`src/rtl/salu_pkg.sv`:
```
// Package for the four-lane vector ALU: lane geometry, operation codes
// and the per-lane result record. No dependencies.
`timescale 1ns / 1ps
`default_nettype none

package salu_pkg;

  localparam int unsigned Lanes     = 4;
  localparam int unsigned LaneWidth = 64;
  localparam int unsigned ShiftBits = $clog2(LaneWidth);
  localparam int unsigned MulLo     = LaneWidth / 2;
  localparam int unsigned MulHi     = LaneWidth - MulLo;
  // Stage 0 holds operands, one divide step per later stage
  localparam int unsigned Stages    = LaneWidth + 1;

  typedef enum logic [3:0] {
    ACT_ADD = 4'd0,
    ACT_SUB = 4'd1,
    ACT_MUL = 4'd2,
    ACT_DIV = 4'd3,
    ACT_MOD = 4'd4,
    ACT_AND = 4'd5,
    ACT_OR  = 4'd6,
    ACT_XOR = 4'd7,
    ACT_NOT = 4'd8,
    ACT_SHL = 4'd9,
    ACT_SHR = 4'd10,
    ACT_CMP = 4'd11
  } act_e;

  typedef struct packed {
    logic [LaneWidth-1:0] res;
    logic                 eq;
    logic                 dz;
  } lane_out_t;

endpackage

`default_nettype wire

```
`src/rtl/salu_merge.sv`:
```
// Output stage: combines lane flags and holds the result until transfer.
// Uses salu_pkg.
`timescale 1ns / 1ps
`default_nettype none

module salu_merge
  import salu_pkg::*;
(
  input  wire logic                 clk_i,
  input  wire logic                 rst_ni,
  input  wire logic                 vld_i,
  input  wire lane_out_t            lane_i [Lanes],
  input  wire logic                 out_ready_i,
  output logic                      adv_o,
  output logic                      out_valid_o,
  output logic [LaneWidth-1:0]      r_o [Lanes],
  output logic                      all_equal_o,
  output logic                      divide_by_zero_o
);

  logic                 valid_q;
  logic [LaneWidth-1:0] r_q [Lanes];
  logic                 eq_q, dz_q;
  logic                 eq_d, dz_d;

  // Reduce lane flags
  always_comb begin
    eq_d = 1'b1;
    dz_d = 1'b0;
    for (int i = 0; i < Lanes; i++) begin
      eq_d = eq_d & lane_i[i].eq;
      dz_d = dz_d | lane_i[i].dz;
    end
  end

  assign adv_o = !valid_q || out_ready_i;

  always_ff @(posedge clk_i or negedge rst_ni) begin
    if (!rst_ni) begin
      valid_q <= 1'b0;
    end else if (adv_o) begin
      valid_q <= vld_i;
    end
  end

  // Hold payload while stalled
  always_ff @(posedge clk_i) begin
    if (adv_o) begin
      for (int i = 0; i < Lanes; i++) begin
        r_q[i] <= lane_i[i].res;
      end
      eq_q <= eq_d;
      dz_q <= dz_d;
    end
  end

  assign out_valid_o      = valid_q;
  assign r_o              = r_q;
  assign all_equal_o      = eq_q;
  assign divide_by_zero_o = dz_q;

endmodule

`default_nettype wire

```
`config.mk`:
```
export PLATFORM = sky130hd
export DESIGN_NAME = salu_merge
export DESIGN_NICKNAME = d
export VERILOG_FILES = /design/src/rtl/salu_pkg.sv /design/src/rtl/salu_merge.sv
export SDC_FILE = /design/constraint.sdc
export NUM_CORES = 1
export LEC_CHECK = 0
export BUFFER_PORTS_ARGS = -buffer_cell sky130_fd_sc_hd__buf_2
export CAP_MARGIN = 10
export CORE_AREA = 2 2 205 207
export DETAILED_ROUTE_END_ITERATION = 10
export DIE_AREA = 0 0 207 209
export PLACE_DENSITY_LB_ADDON = 0.12
export SETUP_SLACK_MARGIN = 0.4
export SYNTH_ARGS = -nofsm -noshare
export SYNTH_HDL_FRONTEND = slang
export SYNTH_SLANG_ARGS = --single-unit
```
`constraint.sdc`:
```
create_clock -name clk_i -period 19.25 [get_ports clk_i]
set_input_delay 1.925 -clock clk_i [delete_from_list [all_inputs] [get_ports clk_i]]
set_output_delay 1.925 -clock clk_i [all_outputs]
set_load 0.02 [all_outputs]
```
==> summary.txt, run 1 <==
Drt
  – Final wirelength: 24.35 mm
  – # DRC: 0
  – Vias: 4852
  – Detail Route Antenna Nets: 0
  – Iteration-0 DRC Markers: 113
  – First drt pass iteration count: 6
  – Vias/cell: between 3 and 4
  – Wirelength per Cell: 17.54 µm

Synthesis
  – Synthesized cell area: 0.007801 mm²
  – Ys Warns: 0
  – Syn Nets: 531
  – Post-synthesis simple-gate area fraction: 0.3689%
  – Syn Area/Cell: roughly 30 µm²
  – Area contributors post-synth: edfxtp_1 99%, dfrtp_1 0.32%, nand2b_1 0.16%
  – Post-synth top area cell: edfxtp_1
  – Synth Area in Adders: 0%
  – Synth cell types: 5
  – Number of synthesized register bits: 259
  – Post-synthesis xor/xnor area fraction: 0%
  – Post-synthesis sequential area ratio: roughly 100%
  – Largest family of logic cells by synthesized area: simple AND/OR/NAND/NOR gates
  – Mux share of post-synthesis cell area: 0%
  – Post-synthesis compound-gate area fraction: 0%
  – Yosys top cell area share: 99.31%
  – Syn Inst Count: 263

Global routing
  – Grt ovf: 0
  – Vias in the first global route: 5109
  – Initial antenna violation count: 7
  – GRT Resource Usage Total: 10.61%
  – Largest net degree at the start of global routing: 73
  – First-pass GRT wire length: about 34 mm

Timing
  – Clock skew: 0.01858 ns
  – Period utilisation layout: 24.14%
  – Max Fclk: 0.2152 GHz
  – Post-layout worst setup margin: 14.60 ns
  – RSZ-0062 raised after global routing: false
  – Slew @ Worst Pin: 0.9573 ns
  – Final Max Tran Viols: 0
  – Setup TNS: 0 ns
  – Final min period: 4.646 ns
  – Slew headroom: 36.18%
  – Final setup violation count: 0
  – Final Hold Viols: 0

Power and ir drop
  – Peak VDD IR: 0.05983 mV
  – Clock power frac: 41.3%
  – Psw: 0.0003250 W
  – Switching share of power: 23.50%
  – Register share of total power: 48.9%
  – Static leakage: ~5.2 nW
  – Int Power: 0.001058 W
  – Logic pwr share: 9.8%
  – Power per cell area: between 100 and 150 mW/mm²

Worst hold path
  – Worst min path class: reg2reg
  – Hold path cells: 1
  – Critical hold path startpoint: out_valid_o
  – Hold Path End: r_o[57]

Clocking
  – Clock slew at reported path FFs: 0.06 ns
  – Post-CTS setup buffers: 0
  – Skew-Pair Late Insertion Delay: ~0.56 ns
  – CTS tree: done
  – Post-CTS Hold Buffers: 0
  – CTS max path bufs: 3
  – CTS Buf Count: 31
  – Clock sinks: 259
  – H-tree Lvls: 1
  – CTS resizes: 0
  – Clock root cell: clkbuf_16

Placement
  – DP Wirelength: roughly 18 mm
  – Worst slack, placed: approximately 15 ns
  – Final Wtd Congestion: 0.7133
  – PortBufs: 527

Floorplanning
  – Die X: 207 µm
  – Row cnt: 75
  – Die H: 209 µm
  – Starting Density: 18.89%
  – Core Box Area: 0.04129 mm²
  – Ports: between 500 and 600
  – Die area: 0.04326 mm²

Setup path
  – Critical path peak fanout: 30
  – Worst reg2reg startpoint: out_valid_o
  – Critical path class: in2out
  – R2R depth: 3
  – Critical R2R Capture: r_o[201]
  – CP arrival: 2.72 ns
  – Critical path required time: 17.32 ns
  – Critical path startpoint category: primary input
  – Setup crit end kind: output pin
  – Reg2Reg Setup Slack: 16.48 ns

Layout
  – # fillers: 4271
  – Final core utilization: 29.40%
  – Share of cells above drive strength 1: 67.69%
  – P&R area growth vs syn: 55.60%
  – Nets: 1095

Job
  – Max Cap Viol: 0

Run status
  – Status: finished, final reports clean
-- Yosys cell counts --
| cell type | number |
|---|---|
| edfxtp_1 | 258 |
| nand2b_1 | 2 |
| and4_1 | 1 |
| dfrtp_1 | 1 |
| or4_1 | 1 |
-- layout by cell type, fill, tap and decap left out, types with 3 or more instances in the layout --
master / n
edfxtp_1: 258
clkbuf_16: 31
buf_4: 4
clkinv_1: 6
bufinv_16: 4
clkinvlp_4: 4
buf_2: 527
clkinv_2: 3
clkbuf_1: 6
-- worst max-delay path, cell delays in order --
cell	delay [ns]
buf_2	0.08
nand2b_4	0.40
buf_2	0.30
-- worst max path at each step --
| stage | end | slack (ns) | cells after the start | startpoint |
|---|---|---|---|---|
| 4_1_cts | adv_o | 14.55 | 3 | out_ready_i |
| 3_3_place_gp | adv_o | 14.54 | 3 | out_ready_i |
| 3_5_place_dp | adv_o | 14.55 | 3 | out_ready_i |
| 5_1_grt | adv_o | 14.50 | 3 | out_ready_i |
| 6_report | adv_o | 14.60 | 3 | out_ready_i |
| 2_1_floorplan | adv_o | 9.07 | 1 | out_ready_i |
-- power by group through the flow --
stage,combinational (W),sequential [W],clock [W]
after floorplan,0.0000103,0.000752,0
after global placement,0.000139,0.000688,0
after detailed placement,0.000138,0.000689,0
after CTS,0.000138,0.000678,0.000597
after global routing,0.000144,0.000681,0.000617
final,0.000135,0.000677,0.000571
-- kinds of logic after synthesis --
kind of cell,after synthesis
DFF,259
and+or+nand+nor,4
-- metrics by stage --
| step | cells | hold WS, ns | instance area (µm²) | total power, W |
|---|---|---|---|---|
| 5_1_grt | 1388 | 1.014 | 12140 | 0.001441 |
| 2_1_floorplan | 263 | 1.629 | 7801 | 0.0007625 |
| 3_5_place_dp | 1333 | 0.9522 | 11150 | 0.0008272 |
| 6_report | 1388 | 0.9226 | 12140 | 0.001383 |
| 3_3_place_gp | 1333 | 0.9553 | 11150 | 0.0008277 |
| 4_1_cts | 1387 | 0.9672 | 12140 | 0.001413 |
-- registers in the layout, summed over array words and instances, names as in the netlist --
name	count
r_o	256
all_equal_o	1
divide_by_zero_o	1
out_valid_o	1
-- area by class of cell --
type,count,area [µm²],area share [%]
antenna,1,2.502,0.02061
clock buffer,37,798.3,6.576
clock inverter,17,187.7,1.546
multi-input combinational,4,36.28,0.2989
sequential,259,7772,64.03
tap,539,674.4,5.556
timing repair buffer,531,2668,21.97
-- per-layer routing --
layer  vias up  GRT usage [%]  wire length, µm
met1      2286          11.18             8584
li1       2209              -                -
met4        10          3.473              516
met2       303          18.47            12470
met3        44          5.260             2705
met5         -              0               67
Note: power is estimated with default switching activity, not from simulation.
==> run 2: changes to the inputs <==
--- a/config.mk
+++ b/config.mk
@@ -7,9 +7,9 @@
 export LEC_CHECK = 0
 export BUFFER_PORTS_ARGS = -buffer_cell sky130_fd_sc_hd__buf_2
 export CAP_MARGIN = 10
-export CORE_AREA = 2 2 205 207
+export CORE_AREA = 2 2 204 206
 export DETAILED_ROUTE_END_ITERATION = 10
-export DIE_AREA = 0 0 207 209
+export DIE_AREA = 0 0 206 208
 export PLACE_DENSITY_LB_ADDON = 0.12
 export SETUP_SLACK_MARGIN = 0.4
 export SYNTH_ARGS = -nofsm -noshare
==> constraint.sdc (replaced) <==
create_clock -name clk_i -period 4.22 [get_ports clk_i]
set_input_delay 0.422 -clock clk_i [delete_from_list [all_inputs] [get_ports clk_i]]
set_output_delay 0.422 -clock clk_i [all_outputs]
set_load 0.02 [all_outputs]
==> run 2 against run 1 <==
Against the previous run:
- clock skew down 0.0081 ns
- worst setup slack got worse by 13 ns
- wire length fell by 0.97%
- count of clock-buffer cells in the layout increased by 2
- via count grew 0.66%
- sequential power grew to 4.6 times the previous value
- power rose to 4.5 times the previous value
- worst hold slack got worse by 0.88 ns
- final cell count increased by 1.2%
- critical path type is now reg2out
==> summary.txt, run 2 (synthesis results as in run 1) <==
Run status
  – Status: finished, final reports clean

Timing
  – RSZ-0062 raised after global routing: false
  – Slew headroom: 58.50%
  – Max Fclk: roughly 0.47 GHz
  – Slew @ Worst Pin: 0.6225 ns
  – Final Hold Viols: 0
  – Post-layout worst setup margin: 2.070 ns
  – Final min period: 2.150 ns
  – Setup TNS: 0 ns
  – Final Max Tran Viols: 0
  – Period utilisation layout: around 51%
  – Final setup violation count: 0
  – Clock skew: approximately 0.010 ns
  – Fin Hold WS: 0.04060 ns

Layout
  – Share of cells above drive strength 1: between 60% and 70%
  – Final core utilization: 30.35%
  – Cell area after layout: 0.01231 mm²
  – Nets: 1117
  – P&R area growth vs syn: 57.77%
  – Most frequent cells in the layout: 527 x buf_2, 258 x edfxtp_1, 31 x clkbuf_16, 20 x dlygate4sd3_1, 8 x clkbuf_1
  – Commonest non-fill, non-tap cell in the layout: buf_2
  – # fillers: 4117
  – Max FFs per register: ~260

Setup path
  – Critical-path top delay cell: nand2b_4
  – Critical path class: reg2out
  – Bufs and invs on worst path: 1
  – Setup crit end kind: output pin
  – Crit-path cells: nand2b_4 > buf_2
  – Critical R2R Capture: r_o[69]
  – Critical path startpoint category: register
  – R2R depth: 2
  – Worst reg2reg startpoint: out_valid_o
  – Max incr delay on CP: around 0.47 ns
  – Critical path peak fanout: 39
  – Critical path required time: 3.80 ns
  – CP arrival: 1.73 ns
  – Crit-path leading delay family: simple AND/OR/NAND/NOR gates
  – Crit path launch: out_valid_o
  – Reg2Reg Setup Slack: 2.42 ns

Global routing
  – Grt ovf: 0
  – Vias in the first global route: 5205
  – GRT Resource Usage Total: roughly a tenth
  – Largest net degree at the start of global routing: between 80 and 90
  – Initial antenna violation count: 5
  – First-pass GRT wire length: ~33 mm

Worst hold path
  – Worst min path class: in2reg
  – Hold path cells: 1
  – Hold Path End: r_o[217]
  – Critical hold path startpoint: lane_i[225]

Power and ir drop
  – Static leakage: 5.259 nW
  – Power per cell area: 501.3 mW/mm²
  – Peak VDD IR: 0.2819 mV

Clocking
  – Clock sinks: 259
  – Clock root cell: clkbuf_16
  – Skew-Pair Late Insertion Delay: 0.55 ns
  – H-tree Lvls: 1
  – Post-CTS setup buffers: 0
  – CTS Buf Count: 30
  – CTS resizes: 0
  – CTS tree: done
  – CTS max path bufs: 3
  – Clock slew at reported path FFs: around 0.060 ns

Floorplanning
  – Starting Density: 19.24%
  – Ports: 528
  – Die X: 206 µm
  – Row cnt: 74
  – Die area: 0.04285 mm²
  – Core Box Area: 0.04055 mm²
  – Die H: between 200 and 250 µm

Drt
  – Wirelength per Cell: ~17 µm
  – Iteration-0 DRC Markers: 187
  – Vias/cell: approximately 3.5
  – First drt pass iteration count: 4
  – # DRC: 0
  – Vias: 4884
  – Final wirelength: 24.11 mm
  – Detail Route Antenna Nets: 0

Placement
  – Placed Area: 0.01118 mm²
  – Final Wtd Congestion: ~0.7
  – PortBufs: 527
  – Worst slack, placed: 2.200 ns
  – DP Wirelength: 18.62 mm

Job
  – Max Cap Viol: 0
[run 2: timing repair]
action	4_1_cts	5_1_grt
endpoints found under the hold margin	17	3
endpoints found under the setup margin	0	0
hold buffers	17	3
[run 2: metal layers]
layer / wire length, µm / vias to the layer above / GRT usage [%]
li1: - / 2257 / -
met2: 12650 / 290 / 19.45
met5: 22 / - / 0
met3: 2952 / 36 / 5.060
met4: 563 / 4 / 2.956
met1: 7920 / 2297 / 10.13
[run 2: final cells by class]
class	count	area [µm²]	area share (%)
timing repair buffer	554	2903	23.58
clock buffer	39	805.8	6.547
clock inverter	14	117.6	0.9556
tap	532	665.6	5.408
multi-input combinational	4	36.28	0.2948
antenna	3	7.507	0.06099
sequential	259	7772	63.15
[run 2: power by group]
| part | internal, W | switching (W) |
|---|---|---|
| logic | 0.000220 | 0.000413 |
| clock network | 0.00145 | 0.000998 |
| registers | 0.00305 | 0.0000414 |
| total | 0.00472 | 0.00145 |
[run 2: worst max-delay path by stage]
stage / endpoint / depth (start not counted)
5_1_grt: adv_o / 2
3_3_place_gp: r_o[227] / 3
4_1_cts: adv_o / 2
6_report: adv_o / 2
3_5_place_dp: r_o[250] / 3
2_1_floorplan: all_equal_o / 1
[run 2: metrics by stage]
stage | power [W] | cells
5_1_grt | 0.006427 | 1403
3_3_place_gp | 0.003779 | 1329
4_1_cts | 0.006285 | 1399
3_5_place_dp | 0.003776 | 1329
2_1_floorplan | 0.003443 | 263
6_report | 0.006171 | 1405
